$ cat config.mk
export PLATFORM = sky130hd
export DESIGN_NAME = page_frame_bitmap_allocator
export DESIGN_NICKNAME = d
export VERILOG_FILES = /design/src/rtl/pfba_pkg.sv /design/src/rtl/page_frame_bitmap_allocator.sv /design/src/rtl/pfba_map_ram.sv
export SDC_FILE = /design/constraint.sdc
export NUM_CORES = 1
export LEC_CHECK = 0
export BUFFER_PORTS_ARGS = -buffer_cell sky130_fd_sc_hd__buf_2
export CORE_ASPECT_RATIO = 1.2
export CORE_MARGIN = 3
export CORE_UTILIZATION = 52
export DETAILED_ROUTE_END_ITERATION = 7
export GPL_TIMING_DRIVEN = 1
export PLACE_DENSITY = 0.72
export SYNTH_ARGS = -nofsm -noshare
export SYNTH_HDL_FRONTEND = slang
export SYNTH_SLANG_ARGS = --single-unit
$ cat constraint.sdc
create_clock -name clk -period 6.4 [get_ports clk]
set_clock_uncertainty 0.2 [all_clocks]
set_input_delay 0.32 -clock clk [delete_from_list [all_inputs] [get_ports clk]]
set_output_delay 0.32 -clock clk [all_outputs]
set_load 0.05 [all_outputs]
$ cat src/rtl/pfba_pkg.sv
// Shared types and constants for the page frame bitmap allocator.
package pfba_pkg;

  localparam int unsigned FRAME_CNT_DEF = 512;
  localparam int unsigned WORD_W        = 32;
  localparam int unsigned BIT_W         = 5;

  localparam int unsigned ACTION_W = 2;
  localparam int unsigned PAGE_W   = 9;
  localparam int unsigned FRAME_W  = 9;
  localparam int unsigned STATUS_W = 2;
  localparam int unsigned COUNT_W  = 10;
  localparam int unsigned RES_W    = 10;

  typedef enum logic [ACTION_W-1:0] {
    ACT_INIT  = 2'd0,
    ACT_ALLOC = 2'd1,
    ACT_FREE  = 2'd2,
    ACT_NOP   = 2'd3
  } action_t;

  typedef enum logic [STATUS_W-1:0] {
    ST_OK           = 2'd0,
    ST_NO_FRAME     = 2'd1,
    ST_ALREADY_FREE = 2'd2
  } status_t;

  // Operation decided at accept time and carried into the update cycle.
  typedef enum logic [2:0] {
    OP_INIT,
    OP_ALLOC,
    OP_FREE,
    OP_NO_FRAME,
    OP_BAD_FREE,
    OP_NOP
  } op_t;

  typedef enum logic {
    S_IDLE,
    S_MOD
  } state_t;

  typedef struct packed {
    logic [ACTION_W-1:0] action;
    logic [PAGE_W-1:0]   page_number;
  } in_item_t;

  typedef struct packed {
    logic [FRAME_W-1:0]  frame_number;
    logic [STATUS_W-1:0] status;
    logic [COUNT_W-1:0]  free_frames;
  } out_item_t;

endpackage

$ cat src/rtl/page_frame_bitmap_allocator.sv
// Top level of the page frame bitmap allocator.
//
// Keeps one used bit per page frame in a word-wide synchronous map memory plus a
// free-frame count. Each item runs through the states S_IDLE and S_MOD:
// the accept cycle in S_IDLE issues the map read (for alloc, the word is chosen by
// per-word full flags, so the lowest word with a free frame is read directly), and
// S_MOD then merges the word, priority-encodes or tests the bit, writes the word back
// and loads the result register. The next item is taken the cycle after that, even
// if the result still waits for out_ready; a stalled result register holds the block
// in its update cycle. Init goes through the same states with no clearing pass: a
// per-word valid bit marks words written since the last init, and a word that is not
// valid reads as the init pattern (the lowest reserved frames used, saturated at the
// frame count). The reserved_r register is written through the cfg port, which is
// always ready; write it only while no item is in flight. Status codes: ok, no free
// frame, frame already free (also given for a frame number at or above the frame
// count).
module page_frame_bitmap_allocator #(
  parameter int unsigned FRAME_CNT = pfba_pkg::FRAME_CNT_DEF
) (
  input  logic                         clk,
  input  logic                         rst_n,
  input  logic                         cfg_valid,
  output logic                         cfg_ready,
  input  logic [pfba_pkg::RES_W-1:0]   cfg_data,
  input  logic                         in_valid,
  output logic                         in_ready,
  input  pfba_pkg::in_item_t           in_data,
  output logic                         out_valid,
  input  logic                         out_ready,
  output pfba_pkg::out_item_t          out_data
);

  localparam int unsigned WORD_W    = pfba_pkg::WORD_W;
  localparam int unsigned BIT_W     = pfba_pkg::BIT_W;
  localparam int unsigned MAP_WORDS = (FRAME_CNT + WORD_W - 1) / WORD_W;
  localparam int unsigned WIDX_W    = (MAP_WORDS > 1) ? $clog2(MAP_WORDS) : 1;
  localparam int unsigned CNT_W     = $clog2(FRAME_CNT + 1);
  localparam int unsigned BASE_W    = CNT_W + 1;
  localparam int unsigned CMP_W     = (CNT_W > pfba_pkg::RES_W) ? CNT_W : pfba_pkg::RES_W;
  localparam int unsigned PAD_BITS  = FRAME_CNT % WORD_W;
  // Bits of the last word that lie beyond the last frame; they count as used.
  localparam logic [WORD_W-1:0] LAST_PAD =
    (PAD_BITS == 0) ? '0 : ~((WORD_W'(1) << PAD_BITS) - WORD_W'(1));

  // Word w as init leaves it: frames below n are used.
  function automatic logic [WORD_W-1:0] init_word(input logic [CNT_W-1:0] n,
                                                 input logic [WIDX_W-1:0] w);
    logic [BASE_W-1:0] base;
    logic [BASE_W-1:0] n_ext;
    logic [BASE_W-1:0] diff;
    logic [WORD_W-1:0] res;
    base  = BASE_W'(w) << BIT_W;
    n_ext = BASE_W'(n);
    diff  = n_ext - base;
    if (n_ext >= base + BASE_W'(WORD_W)) begin
      res = '1;
    end else if (n_ext > base) begin
      res = (WORD_W'(1) << diff[BIT_W-1:0]) - WORD_W'(1);
    end else begin
      res = '0;
    end
    return res;
  endfunction

  function automatic logic [WORD_W-1:0] pad_of(input logic [WIDX_W-1:0] w);
    return (w == WIDX_W'(MAP_WORDS - 1)) ? LAST_PAD : '0;
  endfunction

  // Control state
  pfba_pkg::state_t        state_r, state_nxt;
  pfba_pkg::op_t           op_r, op_nxt;
  logic [WIDX_W-1:0]       word_r, word_nxt;
  logic [BIT_W-1:0]        bit_r, bit_nxt;
  logic [CNT_W-1:0]        n_init_r, n_init_nxt;
  logic [pfba_pkg::RES_W-1:0] reserved_r, reserved_nxt;
  logic [CNT_W-1:0]        count_r, count_nxt;
  logic [MAP_WORDS-1:0]    full_r, full_nxt;
  logic [MAP_WORDS-1:0]    valid_r, valid_nxt;
  logic                    out_valid_r, out_valid_nxt;
  pfba_pkg::out_item_t     out_r, out_nxt;

  // Map memory port
  logic                    rd_en;
  logic [WIDX_W-1:0]       rd_addr;
  logic [WORD_W-1:0]       rd_data;
  logic                    wr_en;
  logic [WORD_W-1:0]       wr_data;

  // Datapath
  logic                    accept;
  logic                    finish;
  logic [CMP_W-1:0]        page_ext;
  logic                    page_ok;
  logic                    nf_found;
  logic [WIDX_W-1:0]       nf_idx;
  logic [CNT_W-1:0]        n_sat;
  logic [MAP_WORDS-1:0]    full_init;
  logic [WORD_W-1:0]       word_eff;
  logic [WORD_W-1:0]       pad;
  logic [WORD_W-1:0]       probe;
  logic [BIT_W-1:0]        lz_idx;
  logic [WORD_W-1:0]       set_word;
  logic [WORD_W-1:0]       clr_word;

  assign cfg_ready = 1'b1;
  assign in_ready  = (state_r == pfba_pkg::S_IDLE);
  assign accept    = in_valid && in_ready;
  assign finish    = (state_r == pfba_pkg::S_MOD) && (!out_valid_r || out_ready);
  assign out_valid = out_valid_r;
  assign out_data  = out_r;

  assign page_ext = CMP_W'(in_data.page_number);
  assign page_ok  = page_ext < CMP_W'(FRAME_CNT);

  // Lowest word that still has a free frame.
  always_comb begin
    nf_found = 1'b0;
    nf_idx   = '0;
    for (int i = MAP_WORDS - 1; i >= 0; i--) begin
      if (!full_r[i]) begin
        nf_found = 1'b1;
        nf_idx   = WIDX_W'(i);
      end
    end
  end

  // Saturated reservation and the full flags init leaves behind.
  always_comb begin
    if (CMP_W'(reserved_r) > CMP_W'(FRAME_CNT)) begin
      n_sat = CNT_W'(FRAME_CNT);
    end else begin
      n_sat = CNT_W'(reserved_r);
    end
    for (int i = 0; i < MAP_WORDS; i++) begin
      full_init[i] = ((init_word(n_sat, WIDX_W'(i)) | pad_of(WIDX_W'(i))) == '1);
    end
  end

  // Current view of the word under update.
  always_comb begin
    word_eff = valid_r[word_r] ? rd_data : init_word(n_init_r, word_r);
    pad      = pad_of(word_r);
    probe    = word_eff | pad;
    lz_idx   = '0;
    for (int b = WORD_W - 1; b >= 0; b--) begin
      if (!probe[b]) begin
        lz_idx = BIT_W'(b);
      end
    end
    set_word = word_eff | (WORD_W'(1) << lz_idx);
    clr_word = word_eff & ~(WORD_W'(1) << bit_r);
  end

  // Configuration register
  always_comb begin
    reserved_nxt = reserved_r;
    if (cfg_valid && cfg_ready) begin
      reserved_nxt = cfg_data;
    end
  end

  // Sequencer: accept and read, then modify, write back and load the result.
  always_comb begin
    state_nxt     = state_r;
    op_nxt        = op_r;
    word_nxt      = word_r;
    bit_nxt       = bit_r;
    n_init_nxt    = n_init_r;
    count_nxt     = count_r;
    full_nxt      = full_r;
    valid_nxt     = valid_r;
    out_valid_nxt = out_valid_r && !out_ready;
    out_nxt       = out_r;
    rd_en         = 1'b0;
    rd_addr       = nf_idx;
    wr_en         = 1'b0;
    wr_data       = set_word;

    unique case (state_r)
      pfba_pkg::S_IDLE: begin
        if (accept) begin
          state_nxt = pfba_pkg::S_MOD;
          bit_nxt   = page_ext[BIT_W-1:0];
          word_nxt  = nf_idx;
          unique case (pfba_pkg::action_t'(in_data.action))
            pfba_pkg::ACT_INIT: begin
              op_nxt = pfba_pkg::OP_INIT;
            end
            pfba_pkg::ACT_ALLOC: begin
              if ((count_r != '0) && nf_found) begin
                op_nxt  = pfba_pkg::OP_ALLOC;
                rd_en   = 1'b1;
                rd_addr = nf_idx;
              end else begin
                op_nxt = pfba_pkg::OP_NO_FRAME;
              end
            end
            pfba_pkg::ACT_FREE: begin
              if (page_ok) begin
                op_nxt   = pfba_pkg::OP_FREE;
                rd_en    = 1'b1;
                rd_addr  = page_ext[WIDX_W+BIT_W-1:BIT_W];
                word_nxt = page_ext[WIDX_W+BIT_W-1:BIT_W];
              end else begin
                op_nxt = pfba_pkg::OP_BAD_FREE;
              end
            end
            pfba_pkg::ACT_NOP: begin
              op_nxt = pfba_pkg::OP_NOP;
            end
            default: begin
              op_nxt = pfba_pkg::OP_NOP;
            end
          endcase
        end
      end

      pfba_pkg::S_MOD: begin
        if (finish) begin
          state_nxt                = pfba_pkg::S_IDLE;
          out_valid_nxt            = 1'b1;
          out_nxt.frame_number     = '0;
          out_nxt.status           = pfba_pkg::ST_OK;
          unique case (op_r)
            pfba_pkg::OP_INIT: begin
              n_init_nxt = n_sat;
              count_nxt  = CNT_W'(FRAME_CNT) - n_sat;
              valid_nxt  = '0;
              full_nxt   = full_init;
            end
            pfba_pkg::OP_ALLOC: begin
              wr_en                = 1'b1;
              wr_data              = set_word;
              valid_nxt[word_r]    = 1'b1;
              full_nxt[word_r]     = ((set_word | pad) == '1);
              count_nxt            = count_r - CNT_W'(1);
              out_nxt.frame_number = pfba_pkg::FRAME_W'({word_r, lz_idx});
            end
            pfba_pkg::OP_FREE: begin
              if (word_eff[bit_r]) begin
                wr_en             = 1'b1;
                wr_data           = clr_word;
                valid_nxt[word_r] = 1'b1;
                full_nxt[word_r]  = 1'b0;
                if (count_r < CNT_W'(FRAME_CNT)) begin
                  count_nxt = count_r + CNT_W'(1);
                end
              end else begin
                out_nxt.status = pfba_pkg::ST_ALREADY_FREE;
              end
            end
            pfba_pkg::OP_NO_FRAME: begin
              out_nxt.status = pfba_pkg::ST_NO_FRAME;
            end
            pfba_pkg::OP_BAD_FREE: begin
              out_nxt.status = pfba_pkg::ST_ALREADY_FREE;
            end
            pfba_pkg::OP_NOP: begin
              out_nxt.status = pfba_pkg::ST_OK;
            end
            default: begin
              out_nxt.status = pfba_pkg::ST_OK;
            end
          endcase
          out_nxt.free_frames = pfba_pkg::COUNT_W'(count_nxt);
        end
      end

      default: begin
        state_nxt = pfba_pkg::S_IDLE;
      end
    endcase
  end

  always_ff @(posedge clk) begin
    if (!rst_n) begin
      state_r     <= pfba_pkg::S_IDLE;
      op_r        <= pfba_pkg::OP_NOP;
      n_init_r    <= '0;
      reserved_r  <= '0;
      count_r     <= CNT_W'(FRAME_CNT);
      full_r      <= '0;
      valid_r     <= '0;
      out_valid_r <= 1'b0;
    end else begin
      state_r     <= state_nxt;
      op_r        <= op_nxt;
      n_init_r    <= n_init_nxt;
      reserved_r  <= reserved_nxt;
      count_r     <= count_nxt;
      full_r      <= full_nxt;
      valid_r     <= valid_nxt;
      out_valid_r <= out_valid_nxt;
    end
  end

  // Payload registers: no reset.
  always_ff @(posedge clk) begin
    word_r <= word_nxt;
    bit_r  <= bit_nxt;
    out_r  <= out_nxt;
  end

  pfba_map_ram #(
    .WORDS (MAP_WORDS),
    .AW    (WIDX_W),
    .DW    (WORD_W)
  ) u_map (
    .clk     (clk),
    .rd_en   (rd_en),
    .rd_addr (rd_addr),
    .rd_data (rd_data),
    .wr_en   (wr_en),
    .wr_addr (word_r),
    .wr_data (wr_data)
  );

endmodule

$ cat src/rtl/pfba_map_ram.sv
// Used-bit map storage: one write port, one registered read port.
module pfba_map_ram #(
  parameter int unsigned WORDS = 16,
  parameter int unsigned AW    = 4,
  parameter int unsigned DW    = 32
) (
  input  logic          clk,
  input  logic          rd_en,
  input  logic [AW-1:0] rd_addr,
  output logic [DW-1:0] rd_data,
  input  logic          wr_en,
  input  logic [AW-1:0] wr_addr,
  input  logic [DW-1:0] wr_data
);

  logic [DW-1:0] mem [WORDS];
  logic [DW-1:0] rd_data_r;

  always_ff @(posedge clk) begin
    if (wr_en) begin
      mem[wr_addr] <= wr_data;
    end
  end

  // Hold read data until the next read.
  always_ff @(posedge clk) begin
    if (rd_en) begin
      rd_data_r <= mem[rd_addr];
    end
  end

  assign rd_data = rd_data_r;

endmodule
Word-level counts from Yosys, hierarchy flattened
Memory sizes are Yosys's and may differ from the RTL's. A register that Yosys moved wholly into a read port is not among the register bits.
Cells that the tools add are included.
- flip-flop bits (word level): 97
- bits in writable memories: 512
- bits of input ports: 26
- output and inout bits: 24
- logic and storage cells: 301
- memories kept: 1
- memory list (name ; words ; width ; rd ports ; clocked after Yosys merged registers in ; wr ports ; RTL line ; text):
    u_map.mem ; 16 ; 32 ; 1 ; 1 ; 1 ; pfba_map_ram.sv:16 ; logic [DW-1:0] mem [WORDS];
- add/subtract/negate cells: 37
- order comparisons: 40
- eq/ne operators: 25
- shift-type cells: 19
- muxes and demuxes: 143
- bitwise logic cells: 7
- reductions and logical operators: 16
- operators by type and width (cell ; count):
    32-bit two-way mux ; 39
    1-bit by 5-bit << shifter with 32-bit output (first input constant) ; 19
    32-bit equality test (second input constant) ; 17
    32-bit by 2-bit subtractor with 32-bit output (second input constant) ; 17
    5-bit two-way mux ; 32
    16-bit case mux with 3 select lines ; 2
    10-bit by 9-bit >= comparator with 1-bit output (second input constant) ; 8
    10-bit by 9-bit > comparator with 1-bit output (second input constant) ; 8
    4-bit two-way mux ; 20
    5-bit by 1-bit subtractor with 5-bit output (second input constant) ; 16
    10-bit by 8-bit >= comparator with 1-bit output (second input constant) ; 4
    10-bit by 8-bit > comparator with 1-bit output (second input constant) ; 4
    32-bit bitwise AND ; 1
    1-bit two-way mux ; 32
    16-bit two-way mux ; 2
    32-bit inverter ; 1
    32-bit OR ; 1
    10-bit two-way mux ; 3
    10-bit case mux with 3 select lines ; 1
    10-bit by 7-bit >= comparator with 1-bit output (second input constant) ; 2
    10-bit by 7-bit > comparator with 1-bit output (second input constant) ; 2
    16-bit bitwise AND ; 1
    16-bit bitwise mux ; 1
    16-bit inverter ; 1
    other kinds (42) ; 53

Logic depth before layout (Yosys ltp)
- word-level depth: 44
- depth in mapped cells: 24
- gate-level depth less buffers: 17

By module
A second synthesis with hierarchy kept.
- cells, all modules: 2168
- area, all modules: 29858.6 um2
- modules (own cells, without submodules) (module ; instances ; cells each ; area each (um2) ; sequential area each (um2)):
    pfba_map_ram ; 1 ; 838 ; 20155.6 ; 16335.7
    page_frame_bitmap_allocator ; 1 ; 1330 ; 9703.1 ; 2242.2

Worst setup path after synthesis
OpenSTA, ideal clock, no wires.
- path kind: reg-to-reg
- start: reg n_init_r[3]
- end: mem u_map.mem[7][0] (enable)
- setup time: 0.421 ns
- data arrival time: 5.678 ns
- required time: 5.779 ns
- slack: 0.101 ns
- stages on the path, launching flop included: 22
- buffers on the path: 7
- period minus slack after synthesis: 6.299 ns
- path through: dfxtp_1 -> clkbuf_1 -> clkbuf_1 -> clkbuf_1 -> nor3_1 -> nand2_1 -> ha_1 -> clkbuf_1 -> buf_2 -> nand2_1 -> o31ai_1 -> a31oi_1 -> o211ai_1 -> o21ai_0 -> mux4_2 -> mux2_4 -> o311ai_4 -> and3_1 -> clkbuf_1 -> a21oi_1 -> clkbuf_1 -> nor2_1
- cells in the longest elaborated chain, start to end: 14
- elaborated cells on any way between the ends: 16
- those cells by class: add/sub: 2; order compare: 2; shift: 1; mux: 11
- ends and longest elaborated chain (what ; RTL line ; text):
    start, declared ; page_frame_bitmap_allocator.sv:74 ; logic [CNT_W-1:0] n_init_r, n_init_nxt;
    start signal, assigned ; page_frame_bitmap_allocator.sv:288 ; n_init_r <= n_init_nxt;
    5-bit by 1-bit subtractor with 5-bit output ; page_frame_bitmap_allocator.sv:54 ; diff = n_ext - base;
    1-bit by 5-bit << shifter with 32-bit output ; page_frame_bitmap_allocator.sv:58 ; res = (WORD_W'(1) << diff[BIT_W-1:0]) - WORD_W'(1);
    32-bit by 2-bit subtractor with 32-bit output ; page_frame_bitmap_allocator.sv:58 ;
    32-bit two-way mux ; page_frame_bitmap_allocator.sv:57 ; end else if (n_ext > base) begin
    32-bit two-way mux * ; page_frame_bitmap_allocator.sv:55 ; if (n_ext >= base + BASE_W'(WORD_W)) begin
    32-bit two-way mux * ; page_frame_bitmap_allocator.sv:141 ; word_eff = valid_r[word_r] ? rd_data : init_word(n_init_r, word_r);
    1-bit binary-select mux with 5-bit select * ; page_frame_bitmap_allocator.sv:240 ; if (word_eff[bit_r]) begin
    1-bit two-way mux (not written as such) * ; page_frame_bitmap_allocator.sv:240 ;
    1-bit two-way mux * ; page_frame_bitmap_allocator.sv:240 ;
    1-bit case mux with 2 select lines * ; page_frame_bitmap_allocator.sv:224 ; unique case (op_r)
    1-bit two-way mux * ; page_frame_bitmap_allocator.sv:219 ; if (finish) begin
    1-bit two-way mux * ; page_frame_bitmap_allocator.sv:179 ; unique case (state_r)
    1-bit two-way mux * ; pfba_map_ram.sv:20 ; if (wr_en) begin
    1-bit two-way mux (not written as such) * ; pfba_map_ram.sv:21 ; mem[wr_addr] <= wr_data;
    end, declared ; pfba_map_ram.sv:16 ;
Every way passes the cells marked *; elsewhere a longest branch is shown, timed or not. The select of a mux whose other input is x is not followed.

Worst setup path in the final report
- start: reg word_r[1]
- end: mem u_map.mem[7][3] (data pin)
- cells in the longest elaborated chain, start to end: 42
- elaborated cells on any way between the ends: 49
- those cells by class: add/sub: 1; order compare: 2; shift: 1; mux: 43; bitwise: 2
- ends and longest elaborated chain (what ; RTL line ; text):
    start, declared ; page_frame_bitmap_allocator.sv:72 ; logic [WIDX_W-1:0] word_r, word_nxt;
    start signal, assigned ; page_frame_bitmap_allocator.sv:299 ; word_r <= word_nxt;
    9-bit by 6-bit adder with 10-bit output or 10-bit by 9-bit > comparator with 1-bit output (tied branches) ; page_frame_bitmap_allocator.sv:55, page_frame_bitmap_allocator.sv:57 ;
    10-bit >= comparator or 32-bit two-way mux (tied branches) ; page_frame_bitmap_allocator.sv:55, page_frame_bitmap_allocator.sv:57 ;
    32-bit two-way mux ; page_frame_bitmap_allocator.sv:55 ;
    32-bit two-way mux * ; page_frame_bitmap_allocator.sv:141 ;
    5-bit two-way mux (32 in a row) ; page_frame_bitmap_allocator.sv:146 ; if (!probe[b]) begin
    1-bit by 5-bit << shifter with 32-bit output ; page_frame_bitmap_allocator.sv:150 ; set_word = word_eff | (WORD_W'(1) << lz_idx);
    32-bit OR ; page_frame_bitmap_allocator.sv:150 ;
    32-bit two-way mux ; page_frame_bitmap_allocator.sv:240 ;
    32-bit two-way mux ; page_frame_bitmap_allocator.sv:224 ;
    32-bit two-way mux ; page_frame_bitmap_allocator.sv:219 ;
    32-bit two-way mux * ; page_frame_bitmap_allocator.sv:179 ;
    via u_map.wr_data[3] ; pfba_map_ram.sv:13 ; input logic [DW-1:0] wr_data
The timed path passes the listed nets; every way through them passes the cells marked *. The select of a mux whose other input is x is not followed.

==> run metrics <==
CP Class=reg2reg; syn_nets=2,825; number of flops mapped to enable cells by yosys=574; top post-synthesis cells by area=edfxtp_1, nand2_1, dfxtp_1; first-pass GRT wire length=140,000 um; Netlist Area Pre-Place=0.0311 mm2; largest net degree at the start of global routing=186; crit path launch type=flip-flop; CP Cell Sequence=ha_1 > and3_1 > inv_1 > ha_1 > nand3_1 > or4_4 > and3_4 > a21oi_1 > a21oi_1 > mux4_2 > mux2_4 > o311ai_4 > and3_1 > buf_4 > nand2_1 > o21ai_0 > nand2_1; Nets=2,907; Synth cell types=102; Max Fclk=169 MHz; GRT met1 Usage=38.8%; hold_sp=in_data[7]; H-tree depth=3; Peak supply drop=0.000208 V; clock latency on the worst-skew pair=0.62 ns; Max Cap Violations=0; DRT Wirelength=92,400 um; clock sinks=641; CTS clk-pin slew, worst paths=0.06 ns; gr usage total=29.0%; Final GP Congestion=1.02; clk root buf=clkbuf_16; worst-margin pin slew=1.26 ns; DRT Pass-1 Iters=6; num ports=50; reg2reg setup slack=0.47 ns; clock network fraction of design power=37.1%; ys flop type=edfxtp_1; net switching power figure=2.64 mW; Leakage=12.0 nW; Buf+Inv Stages, Crit Path=2; crit end category=flip-flop; Yosys top cell area share=55.5%; r2r endpoint=u_map.mem[7][3]; DRC viols=0; FFs w/ async S/R, synth=0%; Site Rows=97; Place WS=0.697 ns; Longest Clk Path Bufs=3; drt wl/cell=25.0 um; Post-Synthesis Cells=2,772; Final Core Density=60.4%; register area share after synthesis=59.8%; post-route cell area=0.0355 mm2; CP max stage delay=0.52 ns; Slew HR=15.7%; final setup violation count=0; GR peak layer=met2; Detailed Route Iter0 Violations=3,036; die width=229 um; delay-heaviest family, CP=simple AND/OR/NAND/NOR gates; Worst EP arrival=5.92 ns; WHS Endpoint=word_r[2]; CP max FO=28; CTS tree=yes; final antenna-violating net count=0; met2 track utilization from global routing=47.3%; layout cell share with drive strength beyond 1=13.1%; Chip Height=274 um; initial antenna violation count=0; TNS Setup=0 ns; vias in the first global route=22,800; initial core utilization=52.9%; cell-internal power=7.33 mW; RSZ-0062 raised after global routing=no; Switching Share=26.5%; biggest area consumer among synthesized cells=edfxtp_1; reg2reg start=word_r[1]; Worst Path Required=6.39 ns; vias=24,100; start point of the critical path=word_r[1]; YS warnings=0; final hold violations=0; dpl cell area=0.0331 mm2; min cycle time layout=5.93 ns; PnR worst setup slack=0.472 ns; Syn Area/Cell=11.2 um2; flop and latch count out of synthesis=641; R2R depth=17; M3 GR Usage=3.86%; HPWL Detailed=60,200 um; Hold Path Depth=3; combinational power share=14.3%; Final Cycle Share=92.6%; Via density=6.52; area grow syn2layout=14.1%; Hold/Removal Path Class=in2reg; pwr/cell area=281 mW/mm2; Seq pwr share=48.6%; status=complete, no violations; cts bufs inserted=66; port bufs=48; Critical-path top delay cell=edfxtp_1; Die ar.=0.0627 mm2; total grt overflow=0; Final Max Tran Viols=0; Core Area=0.0587 mm2
[sequential cells by signal (all words and copies together), names as in the netlist, 3 cells and up]
signal,flops
reserved_r,10
bit_r,5
count_r,10
word_r,4
full_r,16
u_map.rd_data,32
n_init_r,10
op_r,3
u_map.mem,512
out_data,21
valid_r,16
[power groups by stage]
stage | registers (mW) | logic [mW] | clock network (mW)
floorplan | 4.92 | 0.835 | 0
detailed placement | 4.93 | 1.37 | 0
CTS | 4.84 | 1.40 | 3.75
finish | 4.84 | 1.43 | 3.69
global route | 4.84 | 1.53 | 3.92
global placement | 4.92 | 1.35 | 0
[what timing repair did]
item | CTS | global route
gates resized for setup | 0 | 0
hold buffers | 35 | 0
buffers inserted | 0 | 0
endpoints found under the hold margin | 23 | 0
[cell type report]
cell class,instances,area (um2)
fillers,4669,23300
flip-flops and latches,641,18600
multi-input cells,1875,11600
repair buffers,228,2080
clock buffers,82,1780
well taps,792,991
clock inverters,33,272
inverters,42,158
diodes,1,2.50
[cell usage in the layout (no fill, tap or decap), types with 16 or more instances in the layout]
cell | netlist | routed
nor2_4 | 0 | 16
nor4_1 | 16 | 16
edfxtp_1 | 574 | 574
o211ai_1 | 16 | 16
o21a_1 | 16 | 16
mux2i_1 | 20 | 20
a211oi_1 | 177 | 177
buf_4 | 5 | 113
inv_1 | 39 | 39
dfxtp_1 | 67 | 67
buf_12 | 0 | 32
clkbuf_16 | 0 | 69
a21oi_1 | 181 | 178
a311oi_1 | 68 | 68
o21ai_0 | 98 | 98
buf_2 | 12 | 48
nand4_1 | 28 | 28
nor2_1 | 171 | 154
nor3_1 | 40 | 40
dlygate4sd3_1 | 0 | 35
mux4_2 | 16 | 16
nand2b_1 | 26 | 26
nand3_1 | 41 | 41
a22oi_1 | 17 | 17
nand2_1 | 401 | 401
a31oi_1 | 101 | 100
and2_1 | 133 | 133
clkinv_1 | 2 | 16
ha_1 | 27 | 27
[worst reg2reg max path: stages (launching register included)]
cell	delay, ns
edfxtp_1	0.52
ha_1	0.23
and3_1	0.21
inv_1	0.12
ha_1	0.31
nand3_1	0.10
or4_4	0.51
and3_4	0.27
a21oi_1	0.47
a21oi_1	0.22
mux4_2	0.51
mux2_4	0.28
o311ai_4	0.23
and3_1	0.37
buf_4	0.22
nand2_1	0.13
o21ai_0	0.22
nand2_1	0.38
[synth_stat cells (15+ instances only)]
master    number
edfxtp_1     574
and2_1       133
o211ai_1      16
mux2i_1       20
a211oi_1     177
a311oi_1      68
a21o_1        16
a31oi_1      101
nor3_1        40
ha_1          27
a21oi_1      181
nand4_1       28
nor2_1       171
mux4_2        16
o21ai_0       98
nand3_1       41
clkbuf_1     180
nand2_1      401
dfxtp_1       67
a22oi_1       17
o21a_1        16
nor2b_1       15
inv_1         39
nand2b_1      26
nor4_1        16
[routing by layer]
metal  wire (um)  part of all wire (%)  vias up
met5           0                     0        -
met4        4320                   4.7        0
met3        6960                   7.5      243
met2       44200                    48     1166
met1       36900                    40    11900
li1            -                     -    10700
[kinds of logic (layout without fill, tap and decap cells)]
| family | Yosys count | after routing | share of synthesized area (%) |
|---|---|---|---|
| adder cells (fa/ha/maj) | 27 | 27 | 1.09 |
| AO/OA/AOI/OAI | 836 | 836 | 18.5 |
| flip-flops | 641 | 641 | 59.8 |
| buffers and inverters | 256 | 385 | 3.52 |
| multiplexers | 46 | 46 | 2.18 |
| AND/OR/NAND/NOR | 952 | 952 | 14.6 |
| XOR/XNOR | 13 | 13 | 0.366 |
| other | 1 | 2 | 0.0121 |
[worst max-delay path by stage]
stage	slack (ns)	cells past startpoint	endpoint
CTS	0.67	17	u_map.mem[7][3]
floorplan	0.10	21	u_map.mem[7][0]
finish	0.47	17	u_map.mem[7][3]
detailed placement	0.70	16	u_map.mem[13][27]
global route	0.29	16	u_map.mem[6][27]
global placement	0.74	18	u_map.mem[13][4]
[per-stage QoR]
stage	hold slack (ns)	total power, mW	instances
finish	0.128	9.96	3694
CTS	0.0907	9.99	3693
detailed placement	0.252	6.30	3543
global route	0.129	10.3	3693
global placement	0.248	6.27	3543
floorplan	0.219	5.76	2772
Note: power is estimated with default switching activity, not from simulation.
